===== src/sv/upd_pkg.sv =====
// ----------------------------------------------------------------------------
// URL percent decoder package
// Shared types, character constants and the escape digit decoder.
// ----------------------------------------------------------------------------
`default_nettype none

package upd_pkg;

    // Default width of the decoded byte counter.
    localparam int COUNT_BITS_DEF = 16;

    // Fixed field widths.
    localparam int CHAR_W  = 8;
    localparam int COUNT_W = 16;
    localparam int CAP_W   = 16;
    localparam int STAT_W  = 2;

    // Characters with a special meaning.
    localparam logic [CHAR_W-1:0] CHAR_PLUS    = 8'h2B;
    localparam logic [CHAR_W-1:0] CHAR_PERCENT = 8'h25;
    localparam logic [CHAR_W-1:0] CHAR_SPACE   = 8'h20;
    localparam logic [CHAR_W-1:0] CHAR_0       = 8'h30;
    localparam logic [CHAR_W-1:0] CHAR_9       = 8'h39;
    localparam logic [CHAR_W-1:0] CHAR_UA      = 8'h41;
    localparam logic [CHAR_W-1:0] CHAR_UZ      = 8'h5A;
    localparam logic [CHAR_W-1:0] CHAR_LA      = 8'h61;
    localparam logic [CHAR_W-1:0] CHAR_LZ      = 8'h7A;
    localparam logic [5:0]        LETTER_BASE  = 6'd10;

    // Escape phase of the decoder.
    typedef enum logic [1:0] {
        PH_NORMAL = 2'd0,
        PH_HIGH   = 2'd1,
        PH_LOW    = 2'd2
    } t_phase;

    // Sticky error codes.
    typedef enum logic [1:0] {
        ERR_NONE  = 2'd0,
        ERR_TRUNC = 2'd1,
        ERR_DIGIT = 2'd2
    } t_err;

    // Final status codes reported on the last byte.
    localparam logic [STAT_W-1:0] ST_OK    = 2'd0;
    localparam logic [STAT_W-1:0] ST_TRUNC = 2'd1;
    localparam logic [STAT_W-1:0] ST_DIGIT = 2'd2;
    localparam logic [STAT_W-1:0] ST_FULL  = 2'd3;

    // Decoder state other than the byte counter.
    typedef struct packed {
        t_phase     phase;
        logic [3:0] high_digit;
        t_err       err;
    } t_state;

    // One result item.
    typedef struct packed {
        logic [CHAR_W-1:0]  out_byte;
        logic               byte_valid;
        logic               done_res;
        logic [STAT_W-1:0]  status;
        logic [COUNT_W-1:0] out_count;
    } t_result;

    // Escape digit: its value and whether the character is a digit at all.
    typedef struct packed {
        logic       ok;
        logic [5:0] val;
    } t_digit;

    function automatic t_digit digit_value(input logic [CHAR_W-1:0] c);
        t_digit d;
        logic [CHAR_W-1:0] diff;
        d.ok  = 1'b0;
        d.val = '0;
        diff  = '0;
        if (c >= CHAR_UA && c <= CHAR_UZ) begin
            diff  = c - CHAR_UA;
            d.ok  = 1'b1;
            d.val = diff[5:0] + LETTER_BASE;
        end else if (c >= CHAR_LA && c <= CHAR_LZ) begin
            diff  = c - CHAR_LA;
            d.ok  = 1'b1;
            d.val = diff[5:0] + LETTER_BASE;
        end else if (c >= CHAR_0 && c <= CHAR_9) begin
            diff  = c - CHAR_0;
            d.ok  = 1'b1;
            d.val = diff[5:0];
        end
        return d;
    endfunction

endpackage

`default_nettype wire


===== src/sv/upd_step.sv =====
// ----------------------------------------------------------------------------
// URL percent decoder step logic
// Combinational next state and result for one registered input byte.
// ----------------------------------------------------------------------------
`default_nettype none

module upd_step #(
    parameter int COUNT_BITS = upd_pkg::COUNT_BITS_DEF
) (
    input  wire upd_pkg::t_state                  i_state,
    input  wire logic [COUNT_BITS-1:0]            i_count,
    input  wire logic [upd_pkg::CHAR_W-1:0]       i_char,
    input  wire logic                             i_last,
    input  wire logic [((COUNT_BITS > upd_pkg::CAP_W) ? COUNT_BITS : upd_pkg::CAP_W)-1:0]
                                                  i_cap,
    output upd_pkg::t_state                       o_state,
    output logic [COUNT_BITS-1:0]                 o_count,
    output logic                                  o_has_result,
    output upd_pkg::t_result                      o_result
);

    localparam int CMP_W = (COUNT_BITS > upd_pkg::CAP_W) ? COUNT_BITS : upd_pkg::CAP_W;

    upd_pkg::t_digit            dig;
    upd_pkg::t_state            st;
    logic                       active;
    logic                       bvalid;
    logic [upd_pkg::CHAR_W-1:0] bval;
    logic [COUNT_BITS-1:0]      cnt;
    logic [CMP_W-1:0]           cnt_ext;
    logic [CMP_W-1:0]           old_ext;

    assign dig     = upd_pkg::digit_value(i_char);
    assign old_ext = CMP_W'(i_count);
    assign active  = (i_state.err == upd_pkg::ERR_NONE) && (old_ext < i_cap);

    // Escape parsing while no error is pending and the buffer has room.
    always_comb begin
        st     = i_state;
        bvalid = 1'b0;
        bval   = '0;
        if (active) begin
            st.phase = upd_pkg::PH_NORMAL;
            unique case (i_state.phase)
                upd_pkg::PH_HIGH: begin
                    if (i_last) begin
                        st.err = upd_pkg::ERR_TRUNC;
                    end else if (dig.ok) begin
                        st.high_digit = dig.val[3:0];
                        st.phase      = upd_pkg::PH_LOW;
                    end else begin
                        st.err = upd_pkg::ERR_DIGIT;
                    end
                end
                upd_pkg::PH_LOW: begin
                    if (dig.ok) begin
                        bval   = {i_state.high_digit, 4'b0000} + {2'b00, dig.val};
                        bvalid = 1'b1;
                    end else begin
                        st.err = upd_pkg::ERR_DIGIT;
                    end
                end
                default: begin
                    if (i_char == upd_pkg::CHAR_PLUS) begin
                        bval   = upd_pkg::CHAR_SPACE;
                        bvalid = 1'b1;
                    end else if (i_char == upd_pkg::CHAR_PERCENT) begin
                        if (i_last) begin
                            st.err = upd_pkg::ERR_TRUNC;
                        end else begin
                            st.phase = upd_pkg::PH_HIGH;
                        end
                    end else begin
                        bval   = i_char;
                        bvalid = 1'b1;
                    end
                end
            endcase
        end
    end

    // Counter update wraps at the counter width.
    assign cnt     = i_count + COUNT_BITS'(bvalid);
    assign cnt_ext = CMP_W'(cnt);

    // Result fields; the final status looks at the updated count.
    always_comb begin
        o_result.out_byte   = bval;
        o_result.byte_valid = bvalid;
        o_result.done_res   = i_last;
        o_result.out_count  = cnt_ext[upd_pkg::COUNT_W-1:0];
        o_result.status     = upd_pkg::ST_OK;
        if (i_last) begin
            if (st.err != upd_pkg::ERR_NONE) begin
                o_result.status = upd_pkg::STAT_W'(st.err);
            end else if (cnt_ext < i_cap) begin
                o_result.status = upd_pkg::ST_OK;
            end else begin
                o_result.status = upd_pkg::ST_FULL;
            end
        end
    end

    assign o_has_result = bvalid || i_last;

    // The last byte returns the decoder to its idle state.
    always_comb begin
        if (i_last) begin
            o_state.phase      = upd_pkg::PH_NORMAL;
            o_state.high_digit = '0;
            o_state.err        = upd_pkg::ERR_NONE;
            o_count            = '0;
        end else begin
            o_state = st;
            o_count = cnt;
        end
    end

endmodule

`default_nettype wire


===== src/sv/upd_out_reg.sv =====
// ----------------------------------------------------------------------------
// URL percent decoder result register
// Holds one result until the downstream side takes it.
// ----------------------------------------------------------------------------
`default_nettype none

module upd_out_reg (
    input  wire logic             i_clk,
    input  wire logic             i_rst_n,
    input  wire logic             i_load,
    input  wire upd_pkg::t_result i_result,
    input  wire logic             i_ready,
    output logic                  o_free,
    output logic                  o_valid,
    output upd_pkg::t_result      o_result
);

    logic             r_valid;
    logic             n_valid;
    upd_pkg::t_result r_result;

    // The slot can take a new result when empty or emptying this cycle.
    assign o_free = !r_valid || i_ready;

    always_comb begin
        n_valid = r_valid;
        if (i_load) begin
            n_valid = 1'b1;
        end else if (i_ready) begin
            n_valid = 1'b0;
        end
    end

    always_ff @(posedge i_clk) begin
        if (!i_rst_n) begin
            r_valid <= 1'b0;
        end else begin
            r_valid <= n_valid;
        end
    end

    // Payload needs no reset.
    always_ff @(posedge i_clk) begin
        if (i_load) begin
            r_result <= i_result;
        end
    end

    assign o_valid  = r_valid;
    assign o_result = r_result;

endmodule

`default_nettype wire


===== src/sv/url_percent_decoder_unit.sv =====
// ----------------------------------------------------------------------------
// URL percent decoder
// Streaming decoder of percent-encoded text, one character per cycle while the output is not stalled.
// ----------------------------------------------------------------------------
//  Channel   Direction  Handshake                  Payload
//  in        input      i_in_valid / o_in_ready    i_in_char, i_in_last
//  out       output     o_out_valid / i_out_ready  o_out_byte, o_byte_valid,
//                                                  o_done_res, o_status, o_out_count
//  cfg       input      i_cfg_valid / o_cfg_ready  i_cfg_out_capacity
//
//  One character is accepted per cycle while the output is not stalled. Its
//  result passes through the input register, then the result register, before
//  o_out_valid rises. The decoder state loop updates on every advance, which sets
//  the rate of one character per clock. Characters that give no result are
//  consumed silently. A stalled output holds the result register and then the
//  input register; the input side keeps accepting while either has room.
//  Synchronous active-low reset clears state and sets capacity to 65535.
// ----------------------------------------------------------------------------
`default_nettype none

module url_percent_decoder_unit #(
    parameter int COUNT_BITS = upd_pkg::COUNT_BITS_DEF
) (
    input  wire logic                         i_clk,
    input  wire logic                         i_rst_n,
    input  wire logic                         i_in_valid,
    output logic                              o_in_ready,
    input  wire logic [upd_pkg::CHAR_W-1:0]   i_in_char,
    input  wire logic                         i_in_last,
    output logic                              o_out_valid,
    input  wire logic                         i_out_ready,
    output logic [upd_pkg::CHAR_W-1:0]        o_out_byte,
    output logic                              o_byte_valid,
    output logic                              o_done_res,
    output logic [upd_pkg::STAT_W-1:0]        o_status,
    output logic [upd_pkg::COUNT_W-1:0]       o_out_count,
    input  wire logic                         i_cfg_valid,
    output logic                              o_cfg_ready,
    input  wire logic [upd_pkg::CAP_W-1:0]    i_cfg_out_capacity
);

    localparam int CMP_W = (COUNT_BITS > upd_pkg::CAP_W) ? COUNT_BITS : upd_pkg::CAP_W;

    logic                       r_in_valid;
    logic [upd_pkg::CHAR_W-1:0] r_in_char;
    logic                       r_in_last;
    upd_pkg::t_state            r_state;
    upd_pkg::t_state            n_state;
    logic [COUNT_BITS-1:0]      r_count;
    logic [COUNT_BITS-1:0]      n_count;
    logic [upd_pkg::CAP_W-1:0]  r_cap;
    logic [CMP_W-1:0]           cap_ext;
    logic [CMP_W-1:0]           cap_lim;
    logic [CMP_W-1:0]           cap_use;
    logic                       out_free;
    logic                       advance;
    logic                       in_take;
    logic                       has_result;
    upd_pkg::t_result           step_result;
    upd_pkg::t_result           out_result;

    // Capacity register; writes are always taken.
    assign o_cfg_ready = 1'b1;

    always_ff @(posedge i_clk) begin
        if (!i_rst_n) begin
            r_cap <= {upd_pkg::CAP_W{1'b1}};
        end else if (i_cfg_valid) begin
            r_cap <= i_cfg_out_capacity;
        end
    end

    // Usable capacity is limited by what the counter can hold.
    assign cap_ext = CMP_W'(r_cap);
    assign cap_lim = CMP_W'({COUNT_BITS{1'b1}});
    assign cap_use = (cap_ext < cap_lim) ? cap_ext : cap_lim;

    // A registered character moves on when the result slot can take it.
    assign advance    = r_in_valid && out_free;
    assign o_in_ready = !r_in_valid || advance;
    assign in_take    = i_in_valid && o_in_ready;

    always_ff @(posedge i_clk) begin
        if (!i_rst_n) begin
            r_in_valid <= 1'b0;
        end else if (o_in_ready) begin
            r_in_valid <= i_in_valid;
        end
    end

    always_ff @(posedge i_clk) begin
        if (in_take) begin
            r_in_char <= i_in_char;
            r_in_last <= i_in_last;
        end
    end

    // Decoder state advances with each registered character.
    always_ff @(posedge i_clk) begin
        if (!i_rst_n) begin
            r_state.phase      <= upd_pkg::PH_NORMAL;
            r_state.high_digit <= '0;
            r_state.err        <= upd_pkg::ERR_NONE;
            r_count            <= '0;
        end else if (advance) begin
            r_state <= n_state;
            r_count <= n_count;
        end
    end

    upd_step #(
        .COUNT_BITS (COUNT_BITS)
    ) u_step (
        .i_state      (r_state),
        .i_count      (r_count),
        .i_char       (r_in_char),
        .i_last       (r_in_last),
        .i_cap        (cap_use),
        .o_state      (n_state),
        .o_count      (n_count),
        .o_has_result (has_result),
        .o_result     (step_result)
    );

    upd_out_reg u_out_reg (
        .i_clk    (i_clk),
        .i_rst_n  (i_rst_n),
        .i_load   (advance && has_result),
        .i_result (step_result),
        .i_ready  (i_out_ready),
        .o_free   (out_free),
        .o_valid  (o_out_valid),
        .o_result (out_result)
    );

    assign o_out_byte   = out_result.out_byte;
    assign o_byte_valid = out_result.byte_valid;
    assign o_done_res   = out_result.done_res;
    assign o_status     = out_result.status;
    assign o_out_count  = out_result.out_count;

endmodule

`default_nettype wire

===== config.mk =====
export PLATFORM = sky130hd
export DESIGN_NAME = url_percent_decoder_unit
export DESIGN_NICKNAME = d
export VERILOG_FILES = /design/src/sv/upd_pkg.sv /design/src/sv/upd_step.sv /design/src/sv/upd_out_reg.sv /design/src/sv/url_percent_decoder_unit.sv
export SDC_FILE = /design/constraint.sdc
export NUM_CORES = 1
export LEC_CHECK = 0
export ABC_AREA = 1
export BUFFER_PORTS_ARGS = -buffer_cell sky130_fd_sc_hd__buf_2
export CORE_MARGIN = 5
export CORE_UTILIZATION = 50
export CTS_CLUSTER_DIAMETER = 200
export DETAILED_ROUTE_END_ITERATION = 16
export HOLD_SLACK_MARGIN = 0.02
export PLACE_DENSITY_LB_ADDON = 0.25
export REMOVE_ABC_BUFFERS = 1
export SYNTH_ARGS = -nofsm -noshare
export SYNTH_HDL_FRONTEND = slang
export SYNTH_SLANG_ARGS = --single-unit

===== constraint.sdc =====
create_clock -name i_clk -period 7.08 [get_ports i_clk]
set_input_delay 1.416 -clock i_clk [delete_from_list [all_inputs] [get_ports i_clk]]
set_output_delay 1.416 -clock i_clk [all_outputs]
set_load 0.05 [all_outputs]

After elaboration in Yosys (flattened, before gate mapping)
Index checks and enable logic that the tools add are counted.
{ "word_totals": {"out_inout_bits": 31, "wordCells": 87, "latch_bits": 0, "memories": 0, "regBits": 79, "ram_bits": 0, "romBits": 0} }
{ "op_classes": {"div": 0, "reduce_logical": 20, "n_mux": 33, "shift": 0, "n_mul": 0, "add_sub_neg": 7, "n_lt_le_gt_ge": 9, "bitwise": 0, "eq_ne": 4} }
{ "ops": {"columns": ["cell", "n"], "rows": [
  ["$mux 8", 5],
  ["$lt 16x16->1", 2],
  ["$mux 16", 2],
  ["$mux 7", 3],
  ["$add 16x1->16", 1],
  ["$eq 8x6->1 const B", 2],
  ["$ge 8x7->1 const B", 2],
  ["$le 8x7->1 const B", 2],
  ["$lt 16x16->1 const B", 1],
  ["$mux 2", 8],
  ["$pmux 8 s2", 1],
  ["$add 6x4->6 const B", 2],
  ["$mux 6", 2],
  ["$sub 6x6->6 const B", 2],
  ["$reduce_bool 2->1", 5],
  ["$add 8x6->8", 1],
  ["$ge 8x6->1 const B", 1],
  ["$le 8x6->1 const B", 1],
  ["$mux 1", 8],
  ["$pmux 2 s2", 2],
  ["$logic_and 1x1->1", 7],
  ["$sub 6x1->6 const B", 1],
  ["$mux 4", 1],
  ["$reduce_and 4->1", 1],
  ["other kinds (7)", 10]
]} }

Logic depth before layout (Yosys ltp)
{ "depth": {"word_depth": 12, "mapped_depth": 32} }

Modules after synthesis
A second synthesis with hierarchy kept.
{ "unflattened": {"hier_cells": 681, "hier_area_um2": 5134.9} }
{ "by_module_without_submodules": {"columns": ["module", "cells_per_inst", "seq_area_each_um2", "area_per_inst_um2", "n_inst"], "rows": [
  ["upd_step", 390, 0.0, 2297.2, 1],
  ["url_percent_decoder_unit", 257, 1091.0, 1950.6, 1],
  ["upd_out_reg", 34, 860.8, 887.1, 1]
]} }

Worst setup path before layout
No wires, ideal clock.
{ "synth_timing": {"kind": "register to register", "start": "reg r_in_char[4] (netlist bit)", "end": "reg u_out_reg.r_result, in the netlist u_out_reg.o_result[16] (data pin)", "required_time_ps": 6817, "n_path_buf": 0, "synth_period_minus_slack_ps": 3645, "arrival_ps": 3381, "slack_ps": 3435, "path_stages_with_launch": 31, "cell_sequence": "edfxtp_1 inv_1 ha_1 inv_1 nor2_1 nand3_1 nand3_1 nand2_2 nand3_4 nand2_1 nand2_1 nand2_1 inv_1 ha_1 ha_1 nand4_1 nor2_2 nand3_1 nor2_2 nand3_2 o21ai_0 nand2_1 ha_1 nand2_1 inv_1 nand3_1 inv_1 a21oi_1 nand2_1 nand2_1 a21oi_1"} }
{ "synth_lines": {"columns": ["item", "line_no", "text"], "rows": [
  ["start, declared", "url_percent_decoder_unit.sv:45", "logic [upd_pkg::CHAR_W-1:0] r_in_char;"],
  ["start signal, assigned", "url_percent_decoder_unit.sv:93", "r_in_char <= i_in_char;"],
  ["end signal, assigned", "upd_out_reg.sv:45", "r_result <= i_result;"],
  ["end, declared", "upd_out_reg.sv:20", "upd_pkg::t_result r_result;"]
]} }

==> out/metrics.cfg <==
[grt]
antenna_found_initial=0
grt_max_degree=33
track_usage_pct=19.1
grt_pass1_vias=3708
gr-total-overflow=0
grt_pass1_wl_um=17500

[run_status]
outcome=complete, no violations

[synthesis]
yosys-top-cells-area=edfxtp_1 24%, dfxtp_1 18%, nand2_1 12%
yosys_register_bits=79
ys_warn_count=0
synth.distinct_cells=40
synthCells=569
synth_edf_count=37
yosysSeqAreaShare_pct=42.8
avgSynthCellArea_um2=8.02
async_reset_ff_share_pct=0
synth_area_um2=4560
yosys.area.top_type=edfxtp_1
ys.flop_type=dfxtp_1
yosys.area.top_type_share_pct=24.4

[worst_setup_path]
r2r_slack_ns=2.86
crit_path_max_fanout=9
required_ns=7.17
cp-start-kind=register
crit_type=register to register
max_stage_delay_ns=0.53
crit_slowest_cell=edfxtp_1
critPathCaptureType=register
crit_arrival_ns=4.31
cpMostUsedCell=nand2_1

[finish]
syn_to_final_growth_pct=13.2
layout-drive-gt1-share_pct=16.4
fin_area_um2=5160
seqCellArea_um2=1950
final_nets=703
fin_cells=743
multi_input_area_um2=2230
fin_util_pct=58.7
antenna_cells=0
fillers=792

[floorplan]
die_area_um2=11100
coreArea_um2=8810
rows=34
initial_core_util_pct=51.8
io_pins=61
fp.dieW_um=106
die_y_um=106

[placement]
portBuffers=59
placed_area_um2=4960
dp_hpwl_um=7830
placed_cells=727
gp_congestion=0.877

[timing]
finalMaxSlewViolations=0
slew_headroom_pct=39.0
setup_viol=0
tns_ns=0
tightestPinTransition_ns=0.914
hold_viol_final=0
min_period_ns=4.22
period_share_pct=59.6
rsz0062_at_grt=no
fmax_mhz=237
clock_skew_ns=0.00887

[drt]
first_pass_iters=5
drc=0
vias=3887
wirelength_um=10300
antenna_left=0
wire_per_inst_um=13.8
routed_via_density=5.23
first_iter_violations=183

[power]
p_comb_share_pct=12.0
total_power_mw=0.972
p_sw_mw=0.259
pwr-share-clk_pct=36.1
seqPwrFrac_pct=51.9
pwr_density_cell_nw_per_um2=188
internal_power_mw=0.713
swShare_pct=26.6
vdd_drop_max_v=0.000109
leakage_nw=2.57

[clocking]
cts_resized=0
post_cts_buffers=0
path_clk_slew_ns=0.08
clock-sinks=79
cts_tree=done
clk_path_buf_depth=2
clk_latency_ns=0.35
cts-hold-fix-buffers=0
cts_buffers=9
htreeDepth=3
clock-root-buffer=clkbuf_8

[min_path]
hp-class=register to register

[run]
max_cap_violations=0

==> state kept, by name, indices dropped and copies added (netlist names) <==
signal and flops:
r_in_last 1, r_state 8, r_in_char 8, r_count 16, r_in_valid 1, u_out_reg.o_valid 1, cap_ext 16, u_out_reg.o_result 28
==> through the flow <==
step	hold WS, ns	worst slack [ns]
CTS	0.480	2.90
floorplan	0.443	3.43
detailed placement	0.467	2.93
finish	0.474	2.86
global placement	0.461	3.06
global route	0.519	2.36
==> Yosys cell counts (3+ instances only) <==
library cell,number
nand2_1,141
inv_1,80
a21oi_1,55
dfxtp_1,42
ha_1,42
nor2_1,41
edfxtp_1,37
o21ai_0,30
nand3_1,22
xor2_1,9
clkbuf_1,7
nand2_2,6
inv_2,5
nand4_1,5
nor2_2,5
nor3_1,5
a22oi_1,3
nor2_4,3
==> worst max-delay path: cells and delay by family, from the launching register on <==
kind / cells / cell delay (ns)
AOI/OAI and AO/OA: 3 / 0.34
adders and majority gates: 4 / 0.84
buffers and inverters: 5 / 0.34
DFF: 1 / 0.53
and+or+nand+nor: 18 / 1.92
==> cells by family (layout without fill, tap and decap cells) <==
| family | after synthesis | count (layout) | share of synthesized area (%) |
|---|---|---|---|
| AND/OR/NAND/NOR | 235 | 235 | 22.5 |
| AO/OA/AOI/OAI | 101 | 101 | 11.9 |
| buffers and inverters | 98 | 164 | 8.28 |
| flip-flops | 79 | 79 | 42.8 |
| adder cells (fa/ha/maj) | 43 | 43 | 12.0 |
| XOR/XNOR | 12 | 12 | 2.47 |
| other | 1 | 1 | 0.0822 |
==> final timing paths <==
path | startpoint | end | cells past startpoint
max reg2reg | r_in_char[4] | u_out_reg.o_result[16] | 30
min reg2reg | cap_ext[0] | cap_ext[0] | 2
max | r_in_char[4] | u_out_reg.o_result[16] | 30
min | cap_ext[0] | cap_ext[0] | 2
==> final cells by class <==
cell class              instances  share of cell area [%]
clock buffers                  11                    2.96
flip-flops and latches         79                    37.8
inverters                      87                    6.32
well taps                     108                    2.62
multi-input cells             392                    43.2
repair buffers                 61                    6.01
clock inverters                 5                    1.09
==> power by group through the flow <==
stage / combinational (mW) / clock, mW / sequential, mW
2_1_floorplan: 0.0620 / 0 / 0.531
3_3_place_gp: 0.114 / 0 / 0.515
3_5_place_dp: 0.116 / 0 / 0.515
4_1_cts: 0.117 / 0.357 / 0.505
5_1_grt: 0.131 / 0.377 / 0.507
6_report: 0.116 / 0.351 / 0.505
==> routing by layer <==
metal  up-vias  GRT usage (%)  wire [um]
met4         0           5.74        129
met1      1794           25.5       4820
met3        13           3.18        526
met5         -              0          0
met2       112           31.9       4790
li1       1968              -          -
==> cell usage in the layout, fill, tap and decap left out, types with 22 or more instances in the layout <==
master	n
a21oi_1	55
nor2_1	41
ha_1	42
o21ai_0	30
inv_1	80
edfxtp_1	37
dfxtp_1	42
nand3_1	22
buf_2	59
nand2_1	141
Power figures use the tool's default switching activity.
